<file path="src/rtl/xfse_pkg.sv">
// Shared types, constants and bit-count helpers of the XOR float stream encoder.
`timescale 1ns / 1ps

package xfse_pkg;

  localparam int SampleBits  = 64;
  localparam int LeadBits    = 5;
  localparam int SizeBits    = 6;
  localparam int LeadMax     = (1 << LeadBits) - 1;
  localparam int HeaderBits  = LeadBits + SizeBits;
  localparam int CmdBits     = 2 + HeaderBits + SampleBits;
  localparam int CountBits   = $clog2(SampleBits + 1);
  localparam int LenBits     = $clog2(CmdBits + 1);
  localparam int AccBits     = CmdBits + 7;
  localparam int AccCntBits  = $clog2(AccBits + 1);
  localparam int QueueDepth  = 2;
  localparam int QueuePtrBits = (QueueDepth > 1) ? $clog2(QueueDepth) : 1;
  localparam int CfgBits     = 4;
  localparam logic [CfgBits-1:0] SampleBytesReset = CfgBits'(8);

  typedef struct packed {
    logic [SampleBits-1:0] sample;
    logic                  end_of_block;
  } in_item_t;

  typedef struct packed {
    logic [7:0] out_byte;
    logic       final_byte;
  } out_item_t;

  // One coded sample: left-aligned code bits, their count, block end flag.
  typedef struct packed {
    logic [CmdBits-1:0] bits;
    logic [LenBits-1:0] len;
    logic               last;
  } cmd_t;

  function automatic logic [CountBits-1:0] count_leading(logic [SampleBits-1:0] x);
    logic [CountBits-1:0] c;
    c = CountBits'(SampleBits);
    for (int i = 0; i < SampleBits; i++) begin
      if (x[i]) c = CountBits'(SampleBits - 1 - i);
    end
    return c;
  endfunction

  function automatic logic [CountBits-1:0] count_trailing(logic [SampleBits-1:0] x);
    logic [CountBits-1:0] c;
    c = CountBits'(SampleBits);
    for (int i = SampleBits - 1; i >= 0; i--) begin
      if (x[i]) c = CountBits'(i);
    end
    return c;
  endfunction

endpackage

</file>
<file path="src/rtl/xfse_front.sv">
// Front end: sample masking, XOR with previous sample, zero counts, form choice.
`timescale 1ns / 1ps

module xfse_front (
  input  logic                          clk_i,
  input  logic                          rst_ni,
  input  logic [xfse_pkg::CfgBits-1:0]  sample_bytes_i,
  input  logic                          push_i,
  output logic                          full_o,
  input  xfse_pkg::in_item_t            in_item_i,
  output logic                          cmd_push_o,
  input  logic                          cmd_full_i,
  output xfse_pkg::cmd_t                cmd_o
);

  localparam int SB = xfse_pkg::SampleBits;
  localparam int LB = xfse_pkg::LeadBits;
  localparam int ZB = xfse_pkg::SizeBits;
  localparam int CB = xfse_pkg::CountBits;
  localparam int NB = xfse_pkg::LenBits;

  logic          adv1, adv2, accept;
  logic [SB-1:0] masked;
  logic [SB-1:0] prev_q;

  logic          v1_q, last1_q;
  logic [SB-1:0] x1_q;
  logic [CB-1:0] lz_raw, tz_raw;

  logic          v2_q, last2_q, zero2_q;
  logic [SB-1:0] x2_q;
  logic [LB-1:0] lz2_q;
  logic [ZB-1:0] tz2_q;

  logic [LB-1:0] wlz_q;
  logic [ZB-1:0] wtz_q;

  logic [CB-1:0] win, blk;
  logic          reuse;

  assign adv2   = !v2_q || !cmd_full_i;
  assign adv1   = !v1_q || adv2;
  assign full_o = !adv1;
  assign accept = push_i && adv1;

  // Byte 0 always stays; byte k stays while the register is above k.
  always_comb begin
    for (int k = 0; k < SB / 8; k++) begin
      masked[8*k +: 8] = (k == 0 || sample_bytes_i > xfse_pkg::CfgBits'(k)) ?
                         in_item_i.sample[8*k +: 8] : 8'h00;
    end
  end

  always_ff @(posedge clk_i or negedge rst_ni) begin
    if (!rst_ni) begin
      v1_q   <= 1'b0;
      prev_q <= '0;
    end else begin
      if (adv1) v1_q <= push_i;
      if (accept) prev_q <= in_item_i.end_of_block ? '0 : masked;
    end
  end

  always_ff @(posedge clk_i) begin
    if (accept) begin
      x1_q    <= prev_q ^ masked;
      last1_q <= in_item_i.end_of_block;
    end
  end

  assign lz_raw = xfse_pkg::count_leading(x1_q);
  assign tz_raw = xfse_pkg::count_trailing(x1_q);

  always_ff @(posedge clk_i or negedge rst_ni) begin
    if (!rst_ni) begin
      v2_q <= 1'b0;
    end else if (adv2) begin
      v2_q <= v1_q;
    end
  end

  always_ff @(posedge clk_i) begin
    if (adv2) begin
      x2_q    <= x1_q;
      last2_q <= last1_q;
      zero2_q <= (x1_q == '0);
      lz2_q   <= (lz_raw > CB'(xfse_pkg::LeadMax)) ? LB'(xfse_pkg::LeadMax) : lz_raw[LB-1:0];
      tz2_q   <= tz_raw[ZB-1:0];
    end
  end

  assign win   = CB'(SB) - CB'(wlz_q) - CB'(wtz_q);
  assign blk   = CB'(SB) - CB'(lz2_q) - CB'(tz2_q);
  assign reuse = (lz2_q >= wlz_q) && (tz2_q >= wtz_q) &&
                 (win < blk + CB'(xfse_pkg::HeaderBits));

  always_comb begin
    cmd_o.last = last2_q;
    if (zero2_q) begin
      cmd_o.bits = '0;
      cmd_o.len  = NB'(1);
    end else if (reuse) begin
      cmd_o.bits = {2'b11, x2_q << wlz_q, {xfse_pkg::HeaderBits{1'b0}}};
      cmd_o.len  = NB'(2) + NB'(win);
    end else begin
      cmd_o.bits = {2'b10, lz2_q, ZB'(blk - CB'(1)), x2_q << lz2_q};
      cmd_o.len  = NB'(2 + xfse_pkg::HeaderBits) + NB'(blk);
    end
  end

  assign cmd_push_o = v2_q && !cmd_full_i;

  // Window follows every new description; block end drops it back to reset.
  always_ff @(posedge clk_i or negedge rst_ni) begin
    if (!rst_ni) begin
      wlz_q <= '0;
      wtz_q <= '0;
    end else if (cmd_push_o) begin
      if (last2_q) begin
        wlz_q <= '0;
        wtz_q <= '0;
      end else if (!zero2_q && !reuse) begin
        wlz_q <= lz2_q;
        wtz_q <= tz2_q;
      end
    end
  end

endmodule

</file>
<file path="src/rtl/xfse_queue.sv">
// Short command queue between the front end and the bit packer.
`timescale 1ns / 1ps

module xfse_queue (
  input  logic           clk_i,
  input  logic           rst_ni,
  input  logic           push_i,
  output logic           full_o,
  input  xfse_pkg::cmd_t data_i,
  input  logic           pop_i,
  output logic           empty_o,
  output xfse_pkg::cmd_t data_o
);

  localparam int PB = xfse_pkg::QueuePtrBits;
  localparam int DB = $clog2(xfse_pkg::QueueDepth + 1);

  xfse_pkg::cmd_t mem_q [xfse_pkg::QueueDepth];
  logic [PB-1:0]  wr_ptr_q, rd_ptr_q;
  logic [DB-1:0]  cnt_q;
  logic           do_push, do_pop;

  assign full_o  = (cnt_q == DB'(xfse_pkg::QueueDepth));
  assign empty_o = (cnt_q == '0);
  assign do_push = push_i && !full_o;
  assign do_pop  = pop_i && !empty_o;
  assign data_o  = mem_q[rd_ptr_q];

  function automatic logic [PB-1:0] next_ptr(logic [PB-1:0] p);
    return (p == PB'(xfse_pkg::QueueDepth - 1)) ? '0 : p + PB'(1);
  endfunction

  always_ff @(posedge clk_i) begin
    if (do_push) mem_q[wr_ptr_q] <= data_i;
  end

  always_ff @(posedge clk_i or negedge rst_ni) begin
    if (!rst_ni) begin
      wr_ptr_q <= '0;
      rd_ptr_q <= '0;
      cnt_q    <= '0;
    end else begin
      if (do_push) wr_ptr_q <= next_ptr(wr_ptr_q);
      if (do_pop)  rd_ptr_q <= next_ptr(rd_ptr_q);
      if (do_push && !do_pop) cnt_q <= cnt_q + DB'(1);
      else if (do_pop && !do_push) cnt_q <= cnt_q - DB'(1);
    end
  end

  a_no_overflow: assert property (@(posedge clk_i) disable iff (!rst_ni)
    push_i |-> !full_o) else $error("command queue pushed while full");

endmodule

</file>
<file path="src/rtl/xfse_pack.sv">
// Bit packer: appends coded bits to the pending byte and hands out whole bytes.
`timescale 1ns / 1ps

module xfse_pack (
  input  logic                clk_i,
  input  logic                rst_ni,
  input  logic                cmd_valid_i,
  output logic                cmd_pop_o,
  input  xfse_pkg::cmd_t      cmd_i,
  output logic                empty_o,
  input  logic                pop_i,
  output xfse_pkg::out_item_t out_item_o
);

  localparam int AB = xfse_pkg::AccBits;
  localparam int CB = xfse_pkg::AccCntBits;

  logic [AB-1:0]       acc_q, acc_d;
  logic [CB-1:0]       cnt_q, cnt_d;
  logic                last_q, last_d;
  logic                ov_q;
  xfse_pkg::out_item_t out_q;
  logic                busy, slot_free, emit, load, fin;

  assign busy      = (cnt_q >= CB'(8)) || (last_q && cnt_q != '0);
  assign slot_free = !ov_q || pop_i;
  assign emit      = busy && slot_free;
  assign load      = !busy && cmd_valid_i;
  assign fin       = last_q && (cnt_q <= CB'(8));
  assign cmd_pop_o = load;

  always_comb begin
    acc_d  = acc_q;
    cnt_d  = cnt_q;
    last_d = last_q;
    if (emit) begin
      acc_d = acc_q << 8;
      if (fin) begin
        cnt_d  = '0;
        last_d = 1'b0;
      end else begin
        cnt_d = cnt_q - CB'(8);
      end
    end else if (load) begin
      acc_d  = acc_q | ({cmd_i.bits, 7'b0} >> cnt_q[2:0]);
      cnt_d  = cnt_q + CB'(cmd_i.len);
      last_d = cmd_i.last;
    end
  end

  always_ff @(posedge clk_i or negedge rst_ni) begin
    if (!rst_ni) begin
      acc_q  <= '0;
      cnt_q  <= '0;
      last_q <= 1'b0;
      ov_q   <= 1'b0;
    end else begin
      acc_q  <= acc_d;
      cnt_q  <= cnt_d;
      last_q <= last_d;
      if (emit) ov_q <= 1'b1;
      else if (pop_i) ov_q <= 1'b0;
    end
  end

  always_ff @(posedge clk_i) begin
    if (emit) begin
      out_q.out_byte   <= acc_q[AB-1 -: 8];
      out_q.final_byte <= fin;
    end
  end

  assign empty_o    = !ov_q;
  assign out_item_o = out_q;

  a_cnt_bound: assert property (@(posedge clk_i) disable iff (!rst_ni)
    cnt_q <= CB'(AB)) else $error("packer bit count beyond accumulator");

  a_load_partial: assert property (@(posedge clk_i) disable iff (!rst_ni)
    load |-> (cnt_q < CB'(8)) && !last_q) else $error("packer loaded while draining");

  a_final_clears: assert property (@(posedge clk_i) disable iff (!rst_ni)
    (emit && fin) |=> (cnt_q == '0) && !last_q && (acc_q == '0))
    else $error("packer state left over after final byte");

endmodule

</file>
<file path="src/rtl/xor_float_stream_encoder_core.sv">
// Top level of the XOR float stream encoder: config register and block wiring.
`timescale 1ns / 1ps

// XOR float stream encoder (XOR compression of 64-bit float samples).
// Input side is a queue: drive in_item_i and raise push; the word is taken on
// a clock edge where push is high and full is low. Output side is a queue too:
// while empty is low, out_item_o holds the oldest output byte; raise pop to
// take it. final_byte marks the last byte of a block, which ends with the
// sample flagged end_of_block (the partial byte is padded with zeros).
// The sample_bytes register is written through cfg_valid_i/cfg_ready_o with
// data on cfg_data_i; ready is always high. Write it only while idle.
// A sample passes the front-end registers and the command queue before the
// packer loads it; its bytes then leave through the output register. The front
// end takes a sample per cycle while full is low; the packer loads a coded
// sample only when less than a whole byte and no block end are pending.
// Reset clears the previous sample, the zero window and the pending bits and
// sets sample_bytes to 8. A stalled receiver holds the output word; the
// two-entry command queue then fills and full rises to hold off the sender.
module xor_float_stream_encoder_core (
  input  logic                          clk_i,
  input  logic                          rst_ni,
  input  logic                          cfg_valid_i,
  output logic                          cfg_ready_o,
  input  logic [xfse_pkg::CfgBits-1:0]  cfg_data_i,
  input  logic                          push,
  output logic                          full,
  input  xfse_pkg::in_item_t            in_item_i,
  output logic                          empty,
  input  logic                          pop,
  output xfse_pkg::out_item_t           out_item_o
);

  logic [xfse_pkg::CfgBits-1:0] sample_bytes_q;
  xfse_pkg::cmd_t               fq_cmd, qb_cmd;
  logic                         fq_push, fq_full;
  logic                         qb_empty, qb_pop;

  // Always take config writes; hold the value across blocks.
  assign cfg_ready_o = 1'b1;

  always_ff @(posedge clk_i or negedge rst_ni) begin
    if (!rst_ni) begin
      sample_bytes_q <= xfse_pkg::SampleBytesReset;
    end else if (cfg_valid_i && cfg_ready_o) begin
      sample_bytes_q <= cfg_data_i;
    end
  end

  // Front end: mask, XOR, count zeros, choose the code form.
  xfse_front u_front (
    .clk_i          (clk_i),
    .rst_ni         (rst_ni),
    .sample_bytes_i (sample_bytes_q),
    .push_i         (push),
    .full_o         (full),
    .in_item_i      (in_item_i),
    .cmd_push_o     (fq_push),
    .cmd_full_i     (fq_full),
    .cmd_o          (fq_cmd)
  );

  // Decouple front end from packer so either side can stall alone.
  xfse_queue u_queue (
    .clk_i   (clk_i),
    .rst_ni  (rst_ni),
    .push_i  (fq_push),
    .full_o  (fq_full),
    .data_i  (fq_cmd),
    .pop_i   (qb_pop),
    .empty_o (qb_empty),
    .data_o  (qb_cmd)
  );

  // Back end: pack bits MSB first, drive one byte per cycle while whole bytes are pending and the receiver pops.
  xfse_pack u_pack (
    .clk_i       (clk_i),
    .rst_ni      (rst_ni),
    .cmd_valid_i (!qb_empty),
    .cmd_pop_o   (qb_pop),
    .cmd_i       (qb_cmd),
    .empty_o     (empty),
    .pop_i       (pop),
    .out_item_o  (out_item_o)
  );

endmodule

</file>
<file path="config.mk">
export PLATFORM = sky130hd
export DESIGN_NAME = xor_float_stream_encoder_core
export DESIGN_NICKNAME = d
export VERILOG_FILES = /design/src/rtl/xfse_pkg.sv /design/src/rtl/xfse_front.sv /design/src/rtl/xfse_queue.sv /design/src/rtl/xfse_pack.sv /design/src/rtl/xor_float_stream_encoder_core.sv
export SDC_FILE = /design/constraint.sdc
export NUM_CORES = 1
export LEC_CHECK = 0
export ABC_CLOCK_PERIOD_IN_PS = 5100
export BUFFER_PORTS_ARGS = -buffer_cell sky130_fd_sc_hd__clkbuf_2
export CORE_MARGIN = 5
export CORE_UTILIZATION = 55
export DETAILED_ROUTE_END_ITERATION = 12
export PLACE_DENSITY = 0.7
export SYNTH_ARGS = -nofsm -noshare
export SYNTH_HDL_FRONTEND = slang
export SYNTH_SLANG_ARGS = --single-unit
</file>
<file path="constraint.sdc">
create_clock -name clk_i -period 5.1 [get_ports clk_i]
set_input_delay 1.02 -clock clk_i [delete_from_list [all_inputs] [get_ports clk_i]]
set_output_delay 1.02 -clock clk_i [all_outputs]
set_load 0.02 [all_outputs]
</file>
==> results.toml, run 1 <==
[run_status]
status = "complete, no violations"

[clock_network]
cts_resized = 0
cts.sinks = 499
cts_htree_levels = 2
ctsHoldBuffers = 0
cts_inserted_buffers = 53
cts_tree = "yes"
cts_setup_buffers = 0
clk_pin_slew_ns = 0.06
cts_max_path_buffers = 3
cts_root_buf = "clkbuf_16"
insertion_delay_ns = 0.62

[drt]
detail_route.wl_per_cell_um = 23.9
wl_mm = 87.1
drc = 0
vias = 23900
detail-route-antenna-nets = 0
via_per_inst = 6.56
drt-initial-drc-count = 2652
dr.pass1.iters = 6

[floorplan]
die_area_um2 = 63200
fp-row-count = 88
start_util = 0.556
die_y_um = 251
core_area_um2 = 57700
ios = 86
chipWidth_um = 251

[sta]
tightest_slew_ns = 1.06
fin_crit_ns = 4.77
maxSlewHeadroom = 0.294
finClkSkew_ns = 0.0425
drv_slew = 0
setup-tns-final_ns = 0
finalHoldViolations = 0
rsz0062_at_grt = "no"
setup_viol = 0
max_freq_mhz = 210
period_share = 0.934

[grt]
antenna_found_initial = 0
grt_max_degree = 106
grt_pass1_wl_mm = 137
grtUsageTotal = 0.271
grt_pass1_vias = 23500
gr-total-overflow = 0

[place]
io_buffers = 84
place_congestion = 0.965
hpwlAfterDp_mm = 63.7

[yosys]
ys_seq_area_frac = 0.439
avgSynthCellArea_um2 = 11.2
synth_edf_count = 321
synth_common_cells = "nand2_1, edfxtp_1, mux4_2, dfrtp_1, nor2_1"
yosysWarnings = 0
synth_area_um2 = 32100
synthTopCellsByArea = "edfxtp_1, mux4_2, dfrtp_1, nand2_1, mux2i_1"
netlist_instances = 2857
synthArstFlopShare = 0.357
synth_flop_cell = "edfxtp_1"
synth_top_area_frac = 0.301
synth.most_common_cell = "nand2_1"
ys_ff_latch = 499
synth_nets = 2982
synth.distinct_cells = 82
yosysTopAreaCell = "edfxtp_1"

[finish]
layout-drive-gt1-share = 0.200
final_nets = 2961
fill_cells = 4630
synthToLayoutAreaGrowth_pct = 8.14

[setup_path]
worstSetupPathType = "reg -> reg"
required_ns = 5.51
path_common_cell = "ha_1"
critPathCaptureType = "flop"
r2r_start = "u_front.tz2_q[1]"
path_cells = "ha_1 -> inv_1 -> ha_1 -> fa_1 -> a21o_1 -> a21oi_1 -> xnor2_1 -> nand3_1 -> xor2_1 -> ha_1 -> a21oi_1 -> o21ai_0 -> nor2_1 -> and3_1 -> buf_4 -> nand2_1 -> o221ai_1"
path_delay_family = "adder cells"
crit_start = "u_front.tz2_q[1]"
rr_worst_depth = 17
slowest_delay_ns = 0.46
worstPathArrival_ns = 5.17
start_kind = "flop"
path_max_fanout = 40
endpoint = "u_queue.mem_q[0][50]"
crit_path_top_delay_cell = "fa_1"
r2r-end = "u_queue.mem_q[0][50]"
regToRegSetupSlack_ns = 0.33
critPathBufInv = 2
path_depth = 17

[job]
maxCapViolations = 0

[hold_path]
holdCritPathClass = "in -> async"
[worst min path at each step]
stage | startpoint | to | slack [ns] | cells past startpoint
after floorplan | u_front.last1_q | u_front.last2_q | 0.40 | 0
after global placement | u_front.last1_q | u_front.last2_q | 0.40 | 0
after detailed placement | u_front.last1_q | u_front.last2_q | 0.42 | 0
after CTS | rst_ni | u_front.wlz_q[3] | 0.29 | 1
after global routing | rst_ni | u_pack.cnt_q[5] | 0.32 | 1
final | rst_ni | u_pack.ov_q | 0.30 | 1
[registers in the layout, indices dropped and copies added, names as in the netlist, 2 cells and up]
name and count:
u_queue.mem_q 170, u_pack.acc_q 84, u_front.prev_q 64, u_front.x1_q 64, u_front.x2_q 64, u_pack.out_item_o 9
u_pack.cnt_q 7, u_front.tz2_q 6, u_front.wtz_q 6, u_front.lz2_q 5, u_front.wlz_q 5, sample_bytes_q 4
u_queue.cnt_q 2
[cell type report]
type	instances	area [µm²]	share of cell area
well taps	765	957	0.0276
clock inverters	40	405	0.0117
flip-flops and latches	499	14100	0.407
diodes	2	5.00	0.000144
inverters	64	240	0.00693
repair buffers	131	817	0.0236
clock buffers	60	1370	0.0396
multi-input cells	2087	16800	0.484
[metrics by stage]
| stage | cell area (µm²) | instances | hold WS [ns] | utilization | setup slack, ns |
|---|---|---|---|---|---|
| finish | 34700 | 3648 | 0.304 | 0.601 | 0.334 |
| global route | 34700 | 3646 | 0.317 | 0.601 | 0.0000404 |
| CTS | 34700 | 3646 | 0.287 | 0.601 | 0.357 |
| detailed placement | 32900 | 3546 | 0.417 | 0.570 | 0.364 |
| global placement | 32900 | 3546 | 0.404 | 0.570 | 0.389 |
| floorplan | 32100 | 2857 | 0.400 | - | 0.210 |
[logic make-up after synthesis]
| group | synth area share |
|---|---|
| simple gates | 0.133 |
| xor+xnor | 0.0265 |
| other cells | 0.000117 |
| mux | 0.240 |
| buf+inv | 0.0384 |
| fa+ha+maj | 0.0206 |
| compound gates | 0.101 |
| flops | 0.439 |
[placed cells by master (no fill, tap or decap), drive strengths merged, types with 7 or more instances in the layout]
| master | n |
|---|---|
| nand2b | 28 |
| edfxtp | 321 |
| o22ai | 59 |
| a221oi | 10 |
| a211oi | 28 |
| o21ai | 116 |
| a21oi | 114 |
| nor2 | 161 |
| o31ai | 10 |
| nand3 | 104 |
| xnor2 | 70 |
| o21a | 13 |
| mux2i | 106 |
| xor2 | 27 |
| a21o | 12 |
| nor3 | 45 |
| nand4 | 7 |
| ha | 48 |
| nor2b | 12 |
| a22o | 22 |
| buf | 48 |
| or4 | 11 |
| o221ai | 30 |
| a31oi | 17 |
| clkinv | 29 |
| o2111ai | 7 |
| dfrtp | 177 |
| mux4 | 253 |
| clkbuf | 143 |
| nand2 | 570 |
| inv | 65 |
| and3 | 12 |
| nor4 | 19 |
| mux2 | 84 |
| and2 | 11 |
| o211ai | 15 |
| bufinv | 7 |
[routing by layer]
layer,track usage,part of all wire
met5,0,0
met4,0.0780,0.031
met3,0.0398,0.071
met2,0.433,0.48
met1,0.392,0.42
Power of run 1 is not shown: default switching activity piles up to over one toggle a cycle in this logic, so the estimate is an artifact.
==> inputs of run 2 (changes only) <==
BUFFER_PORTS_ARGS = -buffer_cell sky130_fd_sc_hd__buf_2   (was -buffer_cell sky130_fd_sc_hd__clkbuf_2)
==> run 2 against run 1 <==
Compared with the run above:
- hold slack gained 0.14 ns
- maximum frequency grew 1.4%
- non-clock buffer count shrank 3
- register-to-register slack gained 0.07 ns
- critical path depth shrank 1
- critical path type unchanged
- global-route usage grew 0.070 points
- wire length is essentially flat
- highest routed layer unchanged
- die area is the same
- sequential share of layout area grew 0.085 points
- worst setup slack gained 0.067 ns
- core utilization shrank 0.13 points
==> results.toml, run 2 (same netlist as run 1, synthesis figures left out) <==
[setup_path]
critPathBufInv = 1
worstSetupPathType = "reg -> reg"
path_max_fanout = 23
crit_path_top_delay_cell = "o221ai_1"
slowest_delay_ns = 0.50
start_kind = "flop"
path_delay_family = "adder cells"
path_cells = "ha_1 -> inv_1 -> ha_1 -> fa_1 -> a21o_1 -> a21oi_1 -> xnor2_1 -> nand3_1 -> xor2_1 -> ha_1 -> a21oi_1 -> o21ai_0 -> nor2_1 -> and3_1 -> nand2_1 -> o221ai_1"
critPathCaptureType = "flop"
path_common_cell = "ha_1"
worstPathArrival_ns = 5.08
required_ns = 5.48

[grt]
grt_max_degree = 106
gr-total-overflow = 0
antenna_found_initial = 0
grtUsageTotal = 0.271
grt_pass1_vias = 23600
grt_pass1_wl_mm = 137

[drt]
dr.pass1.iters = 6
drc = 0
wl_mm = 87.0
detail-route-antenna-nets = 0
detail_route.wl_per_cell_um = 23.9
drt-initial-drc-count = 2667
via_per_inst = 6.59
vias = 24000

[clock_network]
cts_max_path_buffers = 3
cts_inserted_buffers = 53
cts_htree_levels = 2
cts_root_buf = "clkbuf_16"
clk_pin_slew_ns = 0.06
cts_resized = 0
insertion_delay_ns = 0.61
cts_setup_buffers = 0
cts_tree = "yes"
ctsHoldBuffers = 0
cts.sinks = 499

[place]
hpwlAfterDp_mm = 63.8
pre_cts_ws_ns = 0.370
io_buffers = 84
place_congestion = 0.981

[finish]
final_nets = 2958
num_antenna_cells = 0
fill_cells = 4675
seq_area_um2 = 14100
synthToLayoutAreaGrowth_pct = 7.92
final_cell_mix = "nand2_1, edfxtp_1, mux4_2, dfrtp_1, nor2_1"
largestRegisters = "u_queue.mem_q (170), u_pack.acc_q (84)"
multi_input_area_um2 = 16800
layout_commonest_cell = "nand2_1"
layout-drive-gt1-share = 0.199
largest_reg_flops = 170
top_register = "u_queue.mem_q"

[sta]
drv_slew = 0
finalHoldViolations = 0
tightest_slew_ns = 1.09
finClkSkew_ns = 0.0239
maxSlewHeadroom = 0.274
fin_crit_ns = 4.70
hold_slack_ns = 0.439
setup_ws_ns = 0.402
max_freq_mhz = 213
setup_viol = 0
period_share = 0.921
rsz0062_at_grt = "no"
setup-tns-final_ns = 0

[hold_path]
holdCritPathClass = "reg -> reg"

[floorplan]
chipWidth_um = 251
start_util = 0.556
ios = 86
core_area_um2 = 57700
die_area_um2 = 63200
die_y_um = 251
fp-row-count = 88

[run_status]
status = "complete, no violations"

[job]
maxCapViolations = 0
## run 2: worst reg2reg max path: cells and delay by family (launching register included)
family	cells	cell delay, ns
adder cells (fa/ha/maj)	4	1.33
AND/OR/NAND/NOR	4	1.10
buffers and inverters	1	0.04
XOR/XNOR	2	0.47
AO/OA/AOI/OAI	5	1.11
flip-flops	1	0.42
## run 2: through the flow
| stage | utilization | area (µm²) | cells |
|---|---|---|---|
| 4_1_cts | 0.600 | 34600 | 3642 |
| 3_3_place_gp | 0.570 | 32900 | 3543 |
| 2_1_floorplan | - | 32100 | 2857 |
| 3_5_place_dp | 0.570 | 32900 | 3543 |
| 5_1_grt | 0.600 | 34600 | 3642 |
| 6_report | 0.600 | 34600 | 3642 |
## run 2: final timing paths
path                                   from                   end  cells past startpoint  slack, ns
max in group asynchronous            rst_ni     u_front.prev_q[6]                      2       3.57
min in group asynchronous            rst_ni           u_pack.ov_q                      1       0.50
min                         u_front.last1_q       u_front.last2_q                      0       0.44
max reg2reg                u_front.tz2_q[1]  u_queue.mem_q[1][42]                     16       0.40
min reg2reg                 u_front.last1_q       u_front.last2_q                      0       0.44
max                        u_front.tz2_q[1]  u_queue.mem_q[1][42]                     16       0.40
## run 2: cell type report
| type | instances | area share |
|---|---|---|
| Clock buffer | 75 | 0.0431 |
| Clock inverter | 24 | 0.00672 |
| Inverter | 64 | 0.00694 |
| Multi-Input combinational cell | 2087 | 0.485 |
| Sequential cell | 499 | 0.408 |
| Tap cell | 765 | 0.0277 |
| Timing Repair Buffer | 128 | 0.0231 |
## run 2: metal layers
| layer | share of wire | vias to the layer above | global-route usage |
|---|---|---|---|
| met5 | 0 | - | 0 |
| met4 | 0.028 | 0 | 0.0747 |
| met3 | 0.073 | 162 | 0.0446 |
| met2 | 0.48 | 1041 | 0.438 |
| met1 | 0.42 | 12100 | 0.388 |
| li1 | - | 10800 | - |
Power of run 2 is left out for the same reason.
